**src/sv/onps_ram.sv**
```systemverilog
`default_nettype none

module onps_ram #(
   parameter int WIDTH = 8,
   parameter int DEPTH = 16
) (
   input  wire logic                     clock,
   input  wire logic                     wr_en,
   input  wire logic [$clog2(DEPTH)-1:0] wr_addr,
   input  wire logic [WIDTH-1:0]         wr_data,
   input  wire logic                     rd_en,
   input  wire logic [$clog2(DEPTH)-1:0] rd_addr,
   output logic      [WIDTH-1:0]         rd_data
);

   logic [WIDTH-1:0] mem [DEPTH];

   // one write port, one registered read port
   always_ff @(posedge clock) begin
      if (wr_en) begin
         mem[wr_addr] <= wr_data;
      end
      if (rd_en) begin
         rd_data <= mem[rd_addr];
      end
   end

endmodule

`default_nettype wire

```
**config.mk**
```make
export PLATFORM = sky130hd
export DESIGN_NAME = onps_ram
export DESIGN_NICKNAME = d
export VERILOG_FILES = /design/src/sv/onps_ram.sv
export SDC_FILE = /design/constraint.sdc
export NUM_CORES = 1
export LEC_CHECK = 0
export BUFFER_PORTS_ARGS = -buffer_cell sky130_fd_sc_hd__clkbuf_2
export CAP_MARGIN = 15
export CORE_UTILIZATION = 50
export CTS_CLUSTER_SIZE = 10
export DETAILED_ROUTE_END_ITERATION = 16
export PLACE_DENSITY = 0.78
export SYNTH_ARGS = -nofsm -noshare
export SYNTH_HDL_FRONTEND = slang
export SYNTH_SLANG_ARGS = --single-unit
```
**constraint.sdc**
```tcl
create_clock -name clock -period 2.4 [get_ports clock]
set_input_delay 0.36 -clock clock [delete_from_list [all_inputs] [get_ports clock]]
set_output_delay 0.36 -clock clock [all_outputs]
set_load 0.01 [all_outputs]
```
Word level (Yosys, flattened, before mapping)
Memory sizes are Yosys's and may differ from the RTL's. A register that Yosys moved wholly into a read port is not among the register bits. Cells that the tools add are included.

Bits in registers: 0. RAM bits: 128. Input port bits: 19. Output and inout port bits: 8. Logic and storage cells: 3. Memories: 1.

Memory list: mem (depth 16, bits a word 8, read ports 1, clocked after memory_dff 1, write ports 1, line 16) `logic [WIDTH-1:0] mem [DEPTH];`.

Multiplexer cells: 2.

Operators by type and width (count): 1-bit 2-to-1 mux (2).

Depth between registers and ports, before layout
Word-level depth: 2. Mapped depth: 5. Depth with buffers taken out: 3.

Least setup slack after synthesis
OpenSTA, ideal clock, no wires.

Path type: input to register. Start: input wr_addr[2]. End: memory mem[0][0] (enable). Setup time: 0.383 ns. Arrival time: 1.470 ns. Data required time: 2.017 ns. Setup slack: 0.547 ns. Stages: 2. Buffers on the path: 0. Cells stage by stage: or3b_2 nor3_1.

RTL lines: start: declaration (line 9) `input wire logic [$clog2(DEPTH)-1:0] wr_addr,`; end: declaration (line 16).

No word-level cell before the write port.

==> results.sh <==
export IMPL_status="complete, no violations"
export IMPL_synth_ff_type="edfxtp_1"
export IMPL_dr_first_iter_drc_count=157
export IMPL_routed_wl_um=10120
export IMPL_cts_buffers=17
export IMPL_finalSetupViolations=0
export IMPL_avgSynthCellArea_um2=22.83
export IMPL_synth_cell_types=18
export IMPL_syn_area_um2=5228
export IMPL_final_max_slew_violation_count=0
export IMPL_drive_above_1_share=0.3119
export IMPL_yosysMostFrequentCell="edfxtp_1"
export IMPL_dp_cells=396
export IMPL_period_needed_ns=1.547
export IMPL_antenna_found_initial=0
export IMPL_netlist_area_leader_share=0.7812
export IMPL_grt_start_max_net_pins=33
export IMPL_startpoint_type="flop"
export IMPL_fmaxAchievable_ghz=0.6462
export IMPL_nNetsFinal=301
export IMPL_synthTopCellsByArea="edfxtp_1 (78%), mux4_2 (7.8%), mux4_1 (7.0%)"
export IMPL_die_x_um=104.3
export IMPL_yosysTopAreaCell="edfxtp_1"
export IMPL_ir_drop_mv=0.4905
export IMPL_tns_ns=0
export IMPL_overflow=0
export IMPL_ys_async_sr_fraction=0
export IMPL_critPathSlowestCell="mux4_1"
export IMPL_synth_seq_cells=136
export IMPL_grt_pass1_vias=2625
export IMPL_cts_htree_levels=4
export IMPL_worstSetupPathType="reg -> reg"
export IMPL_worstSkewPairLatency_ns=0.53
export IMPL_grt_total_usage=0.2067
export IMPL_syn_to_final_growth_pct=18.38
export IMPL_critPathTopFamily="multiplexers"
export IMPL_viasPerCell=5.822
export IMPL_grt_pass1_wl_um=15450
export IMPL_core_area_um2=9955
export IMPL_io_buffers=26
export IMPL_cts_root_buf="clkbuf_8"
export IMPL_synth_edf_count=136
export IMPL_vias=2492
export IMPL_clk_pin_slew_ns=0.07
export IMPL_reg2reg_depth=3
export IMPL_worst_pin_slew_ns=0.7816
export IMPL_first_pass_iters=5
export IMPL_start_util=0.5251
export IMPL_holdPathEnd="rd_data[0]"
export IMPL_cts_num_sinks=136
export IMPL_fin_crit_sh=0.6448
export IMPL_critPathBufInv=0
export IMPL_postSynthCellCount=229
export IMPL_cts_buffer_depth=2
export IMPL_p_leak_nw=2.097
export IMPL_cts_setup_buffers=0
export IMPL_slew_headroom=0.4778
export IMPL_io_pins=27
export IMPL_cts_tree="done"
export IMPL_post_cts_resized=0
export IMPL_hold_violations=0
export IMPL_seq_area_frac_synth=0.7812
export IMPL_worstPathArrival_ns=1.82
export IMPL_synthesis_nets=248
export IMPL_required_ns=2.67
export IMPL_hold_buffers=0
export IMPL_die_area_um2=10870
export IMPL_p_per_area_nw_per_um2=890.8
export IMPL_final_setup_skew_ns=0.01015
export IMPL_wl_per_cell_um=23.65
export IMPL_path_max_fanout=1
export IMPL_dp_hpwl_um=6000
export IMPL_grt_setup_unrepaired="false"
export IMPL_drcViolationCount=0
export IMPL_ant_nets=0
export IMPL_place_congestion=0.7212
export IMPL_max_cap_viol_count=0
export IMPL_antenna_cells=0
export IMPL_r2r_start="mem[2][3]"
export IMPL_path_depth=3
export IMPL_min_path_type="in -> reg"
export IMPL_yosys_warnings=0
export IMPL_hp_start="rd_en"
export IMPL_synth_common_cells="edfxtp_1 (136), mux4_2 (18), a22oi_1 (16), mux4_1 (14), nor2_1 (13)"
export IMPL_worst_r2r_setup_slack_ns=0.85
export IMPL_rows=36
export IMPL_critPathCaptureType="flop"
export IMPL_stdcell_count=428
export IMPL_chipHeight_um=104.3
export IMPL_r2r_end="rd_data[3]"
export IMPL_cpPeakStageDelay_ns=0.56
export IMPL_holdPathStages=1
export IMPL_crit_chain="mux4_1, a22oi_1, nand2_1"
per-layer routing:
layer,wire length [um],vias up,GRT usage
met1,4151,1273,0.2662
met4,283,0,0.09286
met3,675,26,0.07080
li1,-,1094,-
met5,0,-,0
met2,5012,99,0.3205
flip-flops by register name, indices dropped and copies added, names as in the netlist:
signal,count
mem,128
rd_data,8
logic make-up after synthesis:
| family | synth area share |
|---|---|
| mux | 0.1479 |
| simple gates | 0.03136 |
| compound gates | 0.02298 |
| buf+inv | 0.01651 |
| flops | 0.7812 |
report_power, final:
group | total, W | switching [W] | internal, W | leakage [nW]
Clock | 0.00258 | 0.000992 | 0.00158 | 0.278
Combinational | 0.000243 | 0.000140 | 0.000103 | 0.583
Sequential | 0.00269 | 0.0000165 | 0.00268 | 1.24
Total | 0.00551 | 0.00115 | 0.00436 | 2.10
worst max-delay path by stage:
stage	from	endpoint	slack [ns]
6_report	mem[2][3]	rd_data[3]	0.85
5_1_grt	mem[9][5]	rd_data[5]	0.82
3_5_place_dp	rd_addr[0]	rd_data[5]	0.39
4_1_cts	mem[1][3]	rd_data[3]	0.86
2_1_floorplan	wr_addr[2]	mem[0][0]	0.55
3_3_place_gp	rd_addr[0]	rd_data[5]	0.42
area by class of cell:
type | instances | area, um2
clock buffers | 17 | 414.1
clock inverters | 15 | 176.4
fillers | 659 | 3766
multi-input cells | 83 | 1057
flip-flops and latches | 136 | 4084
well taps | 133 | 166.4
repair buffers | 44 | 290.3
cells in the final DEF (no fill, tap or decap), drive strengths merged:
master    count
nand2         9
nand3b        2
clkbuf       43
buf          18
clkinv        6
and2b         1
and2          1
inv           3
a22oi        16
or3b          1
nor2b         1
bufinv        3
mux4         32
clkinvlp      3
nand2b        2
nand3         1
nor2         13
edfxtp      136
nor3          4
through the flow:
stage	area, um2	setup slack (ns)	total power, W	utilization	hold WS (ns)
6_report	6188	0.8526	0.005513	0.6217	0.2474
5_1_grt	6188	0.8180	0.005660	0.6217	0.2378
4_1_cts	6188	0.8578	0.005550	0.6217	0.2310
3_5_place_dp	5598	0.3873	0.002987	0.5623	0.7508
3_3_place_gp	5598	0.4227	0.002974	0.5623	0.7280
2_1_floorplan	5228	0.5471	0.002877	-	0.4589
No activity file was read; power rests on OpenSTA's default activity.
