`src/sv/onps_pkg.sv`:
```
`default_nettype none

package onps_pkg;

   // default sizes of the point store and coordinates
   localparam int DEF_MAX_POINTS = 1024;
   localparam int DEF_COORD_BITS = 24;

   // fixed field widths
   localparam int CMD_W      = 2;
   localparam int STATUS_W   = 2;
   localparam int IDX_OUT_W  = 10;
   localparam int OCT_W      = 3;
   localparam int RSP_W      = 16;
   localparam int CSR_ADDR_W = 2;
   localparam int DIST_SAT_W = 64;

   // command codes
   localparam logic [CMD_W-1:0] CMD_LOAD  = 2'd0;
   localparam logic [CMD_W-1:0] CMD_QUERY = 2'd1;
   localparam logic [CMD_W-1:0] CMD_CLEAR = 2'd2;

   // status codes
   localparam logic [STATUS_W-1:0] ST_DONE = 2'd0;
   localparam logic [STATUS_W-1:0] ST_NONE = 2'd1;
   localparam logic [STATUS_W-1:0] ST_FULL = 2'd2;

   // register indexes
   localparam logic [CSR_ADDR_W-1:0] CSR_MID_X = 2'd0;
   localparam logic [CSR_ADDR_W-1:0] CSR_MID_Y = 2'd1;
   localparam logic [CSR_ADDR_W-1:0] CSR_MID_Z = 2'd2;

   // control that travels with each operand through the squaring unit
   typedef struct packed {
      logic valid;
      logic first;
      logic last;
   } sq_ctrl_type;

endpackage

`default_nettype wire

```
`src/sv/onps_sq_unit.sv`:
```
`default_nettype none

module onps_sq_unit
   import onps_pkg::*;
#(
   parameter int COORD_BITS = DEF_COORD_BITS,
   parameter int TAG_W      = 10
) (
   input  wire logic                    clock,
   input  wire logic                    reset,
   input  wire sq_ctrl_type             in_ctrl,
   input  wire logic [COORD_BITS-1:0]   in_a,
   input  wire logic [COORD_BITS-1:0]   in_b,
   input  wire logic [TAG_W-1:0]        in_tag,
   output sq_ctrl_type                  out_ctrl,
   output logic      [2*COORD_BITS-1:0] out_sq,
   output logic      [TAG_W-1:0]        out_tag,
   output logic                         busy
);

   sq_ctrl_type                  mag_ctrl_ff;
   logic        [COORD_BITS-1:0] mag_ff;
   logic        [COORD_BITS-1:0] mag_in;
   logic        [TAG_W-1:0]      mag_tag_ff;
   sq_ctrl_type                  sq_ctrl_ff;
   logic      [2*COORD_BITS-1:0] sq_ff;
   logic      [2*COORD_BITS-1:0] sq_in;
   logic        [TAG_W-1:0]      sq_tag_ff;
   logic signed [COORD_BITS:0]   diff;
   logic        [COORD_BITS:0]   mag_full;

   // stage 1: absolute difference, fits coordinate width
   always_comb begin
      diff     = $signed({in_a[COORD_BITS-1], in_a}) - $signed({in_b[COORD_BITS-1], in_b});
      mag_full = diff[COORD_BITS] ? (~diff + 1'b1) : diff;
      mag_in   = mag_full[COORD_BITS-1:0];
   end

   // stage 2: square of the magnitude
   assign sq_in = (2*COORD_BITS)'(mag_ff) * (2*COORD_BITS)'(mag_ff);

   // control pipeline
   always_ff @(posedge clock) begin
      if (reset) begin
         mag_ctrl_ff <= '0;
         sq_ctrl_ff  <= '0;
      end else begin
         mag_ctrl_ff <= in_ctrl;
         sq_ctrl_ff  <= mag_ctrl_ff;
      end
   end

   // data pipeline
   always_ff @(posedge clock) begin
      mag_ff     <= mag_in;
      mag_tag_ff <= in_tag;
      sq_ff      <= sq_in;
      sq_tag_ff  <= mag_tag_ff;
   end

   assign out_ctrl = sq_ctrl_ff;
   assign out_sq   = sq_ff;
   assign out_tag  = sq_tag_ff;
   assign busy     = mag_ctrl_ff.valid | sq_ctrl_ff.valid;

endmodule

`default_nettype wire
```
`config.mk`:
```
export PLATFORM = sky130hd
export DESIGN_NAME = onps_sq_unit
export DESIGN_NICKNAME = d
export VERILOG_FILES = /design/src/sv/onps_pkg.sv /design/src/sv/onps_sq_unit.sv
export SDC_FILE = /design/constraint.sdc
export NUM_CORES = 1
export LEC_CHECK = 0
export BUFFER_PORTS_ARGS = -buffer_cell sky130_fd_sc_hd__buf_4
export CORE_ASPECT_RATIO = 0.8
export CORE_MARGIN = 1
export CORE_UTILIZATION = 30
export CTS_CLUSTER_DIAMETER = 60
export CTS_CLUSTER_SIZE = 14
export DETAILED_ROUTE_END_ITERATION = 10
export SYNTH_ARGS = -nofsm -noshare
export SYNTH_HDL_FRONTEND = slang
export SYNTH_SLANG_ARGS = --single-unit
```
`constraint.sdc`:
```
create_clock -name clock -period 14.6 [get_ports clock]
set_input_delay 0.73 -clock clock [delete_from_list [all_inputs] [get_ports clock]]
set_output_delay 0.73 -clock clock [all_outputs]
set_load 0.01 [all_outputs]
```
Word-level counts from Yosys, hierarchy flattened:

Cells that the tools add are included.

* add/subtract/negate cells: 2
* multiplexer cells: 1
* bitwise operators: 2
* multiply operators: 1

Operator list (count)
* 24-bit by 24-bit multiplier with 48-bit output: 1
* 24-bit by 24-bit subtractor with 25-bit output: 1
* 24-bit by 1-bit adder with 24-bit output, second input constant: 1
* 24-bit two-way mux: 1
* 24-bit inverter: 1
* 1-bit OR: 1

* output and inout bits: 62
* register bits: 98
* logic and storage cells: 16
* input bits: 63

Longest topological paths before layout:

* word-level depth: 4
* gate-level depth with buffers: 27
* gate-level depth less buffers: 26

Worst setup path after synthesis:

Ideal clock, no wire load.

* path kind: register to register
* start: reg mag_ff[18]
* end: reg sq_ff[41], in the netlist out_sq[41]
* buffers on the path: 3
* cell stages (with the launch flop): 27
* arrival: 6.866 ns
* setup slack: 7.662 ns
* cell sequence: dfxtp_1 clkbuf_1 clkbuf_1 nand2_1 fa_1 inv_1 fa_1 inv_1 fa_1 fa_1 inv_1 fa_1 fa_1 inv_1 fa_1 inv_1 ha_1 clkbuf_1 and4_1 and4_1 a221o_1 a31o_2 a31oi_1 o31ai_1 a21o_1 a21oi_1 xnor2_1

* cells in the longest elaborated chain, start to end: 1

RTL lines
* start, declared: line onps_sq_unit.sv:22 `logic [COORD_BITS-1:0] mag_ff;`
* start signal, assigned: line onps_sq_unit.sv:55 `mag_ff <= mag_in;`
* 24-bit by 24-bit multiplier with 48-bit output: line onps_sq_unit.sv:40 `assign sq_in = (2*COORD_BITS)'(mag_ff) * (2*COORD_BITS)'(mag_ff);`
* named net sq_in[41]: line onps_sq_unit.sv:27 `logic [2*COORD_BITS-1:0] sq_in;`
* end signal, assigned: line onps_sq_unit.sv:57 `sq_ff <= sq_in;`
* end, declared: line onps_sq_unit.sv:26 `logic [2*COORD_BITS-1:0] sq_ff;`

The timed path passes the listed nets, and every way through them passes these cells.
A chain may end at the register's enable or synchronous reset.

Worst setup path in the final report:

* start: reg mag_ff[14]
* end: reg sq_ff[46], in the netlist out_sq[46]

The elaborated chain is that of the path after synthesis.

==> metrics.txt <==
end of the worst register-to-register path out_sq[46]; Synth Warn # 0; clk sink count 97; CTS Buf Count 9; initial antenna violation count 0; R2R depth 25; Post-DP HPWL 39700 um; Worst path slowest cell dfxtp_1; Worst R2R Start mag_ff[14]; Hold Path Sink out_tag[4]; PortBufs 123; worst stage delay on the critical path 1010 ps; DRT iter0 DRCs 713; GRT Total Usage 14.6%; clk_skew 6.80 ps; Clk pin slew, worst setup/hold paths 80 ps; Hold Fails Final Rpt 0; DRC 0; CP max FO 25; Tmin final 7960 ps; drt via density 4.41; CTS root buf clkbuf_16; clk_lat worst skew 400 ps; largest family of logic cells by synthesized area adder cells; family with the most delay on the worst path adder cells; first-pass GRT wire length 79200 um; post-synthesis simple-gate area fraction 11.6%; Setup-failing EPs final 0; Startpoint Class flop; DIE WIDTH 293 um; worst-margin pin slew 1050 ps; htree depth 3; asr flop ratio synth 0%; Setup CP Type reg2reg; slew margin rel. 30.2%; Min-Delay Path Class reg2reg; CTS Buffer Depth 2; antenna viol nets, final 0; WL/cell 14.8 um; reg2reg setup slack 6640 ps; fmax 126 MHz; Detailed Route WL 47700 um; Post-CTS Setup Bufs 0; mux contribution to synthesized area 0.160%; Post-Syn Instances 2211; hold path depth 0; GP Congestion 0.888; library cells used by synthesis 75; area of the core 67200 um^2; Primary FF master, synth dfxtp_1; xor-xnor portion of the synthesized cell area 3.92%; post-synthesis compound-gate area fraction 7.51%; CTS Hold Buffers Added 0; CTS tree built; vias in the first global route 14900; post-cts sizing count 0; number of synthesized flops with an enable pin 0; Bufs and invs on worst path 7; Tcrit/Tclk final 54.5%; largest net degree at the start of global routing 26; vias after detailed routing 14200; IO Count 125; post-route setup TNS 0 ps; die height 235 um; die footprint 68900 um^2; P&R area growth vs syn 10.9%; max-cap check violation count 0; Final Slew Violations 0; leading cell type in the layout, fill and taps excluded inv_1; Seq/Total Area, Yosys 9.54%; RSZ-0062 raised after global routing no; status complete, no violations; Inserted Diodes 0; Hold Path Origin mag_tag_ff[4]; most frequent cells in the layout inv_1 (635), fa_1 (424), ha_1 (201); initial core utilization 30.3%; crit path DAT 8290 ps; WP data required 14930 ps; Synth Area in Adders 54.1%; Final nets 2991; first-pass detailed-route iteration total 5; GRT overflow 0; syn_area_per_cell 9.20 um^2; syn_nets 2899; critical path capture point type flop; Post-Syn Area 20300 um^2; # rows 85; layout cell share with drive strength beyond 1 8.28%; register bit total from synthesis 97
## logic make-up after synthesis
| group | after synthesis |
|---|---|
| mux | 3 |
| other cells | 1 |
| buf+inv | 698 |
| fa+ha+maj | 625 |
| simple gates | 472 |
| xor+xnor | 91 |
| compound gates | 224 |
| flops | 97 |
## synthesized netlist by cell type (all sizes together) (6+ instances only)
| library cell | count | area share [%] |
|---|---|---|
| o21a | 8 | 0.30 |
| nand3 | 17 | 0.42 |
| a21o | 37 | 1.4 |
| o21bai | 10 | 0.37 |
| a221oi | 6 | 0.34 |
| a21oi | 60 | 1.6 |
| a31oi | 17 | 0.52 |
| a211oi | 6 | 0.25 |
| and2 | 118 | 3.6 |
| xor2 | 37 | 1.6 |
| nand2b | 9 | 0.28 |
| nand2 | 180 | 3.3 |
| nor3 | 16 | 0.44 |
| o211ai | 8 | 0.32 |
| nor2b | 16 | 0.50 |
| inv | 635 | 12 |
| clkbuf | 57 | 1.1 |
| fa | 424 | 42 |
| and3 | 11 | 0.34 |
| nor2 | 70 | 1.3 |
| xnor2 | 54 | 2.3 |
| o21ai | 39 | 0.98 |
| dfxtp | 97 | 9.5 |
| or2 | 7 | 0.22 |
| ha | 201 | 12 |
## metrics by stage
step           area, um^2  util [%]  std cells  hold slack, ps  setup WS, ps
2_1_floorplan       20300         -       2211             310          7660
3_3_place_gp        22300      33.1       3205             310          6750
3_5_place_dp        22300      33.1       3205             312          6660
4_1_cts             22600      33.6       3221             331          6660
5_1_grt             22600      33.6       3221             337          6200
6_report            22600      33.6       3221             327          6640
## routing by layer
metal | GRT usage [%] | vias up | wire length [um] | share of wire (%)
met2 | 21.7 | 367 | 20200 | 42
met3 | 2.02 | 35 | 2600 | 5.4
met4 | 4.52 | 0 | 1010 | 2.1
met1 | 21.7 | 7032 | 24000 | 50
met5 | 0 | - | 0 | 0
li1 | - | 6777 | - | -
## worst max-delay path by stage
stage                    start          to  slack, ps  cells past startpoint
global route        mag_ff[14]  out_sq[46]       6200                     25
floorplan           mag_ff[18]  out_sq[41]       7660                     26
CTS                 mag_ff[14]  out_sq[46]       6660                     25
finish              mag_ff[14]  out_sq[46]       6640                     25
detailed placement  mag_ff[14]  out_sq[46]       6660                     25
global placement    mag_ff[14]  out_sq[46]       6750                     25
## state kept, by name (all words and copies together), names as in the netlist
| register | cells |
|---|---|
| mag_ctrl_ff | 3 |
| mag_ff | 24 |
| mag_tag_ff | 10 |
| out_ctrl | 3 |
| out_sq | 47 |
| out_tag | 10 |
## layout make-up
type                    count  area [um^2]
well taps                 913         1140
flip-flops and latches     97         1940
repair buffers            144         1080
clock inverters             7         72.6
inverters                 635         2380
fillers                  7069        44600
multi-input cells        1416        15700
clock buffers               9          225
Power is left out: the tool's default activity adds up to more than one toggle a clock period on the data nets, which glitch-free logic cannot reach.
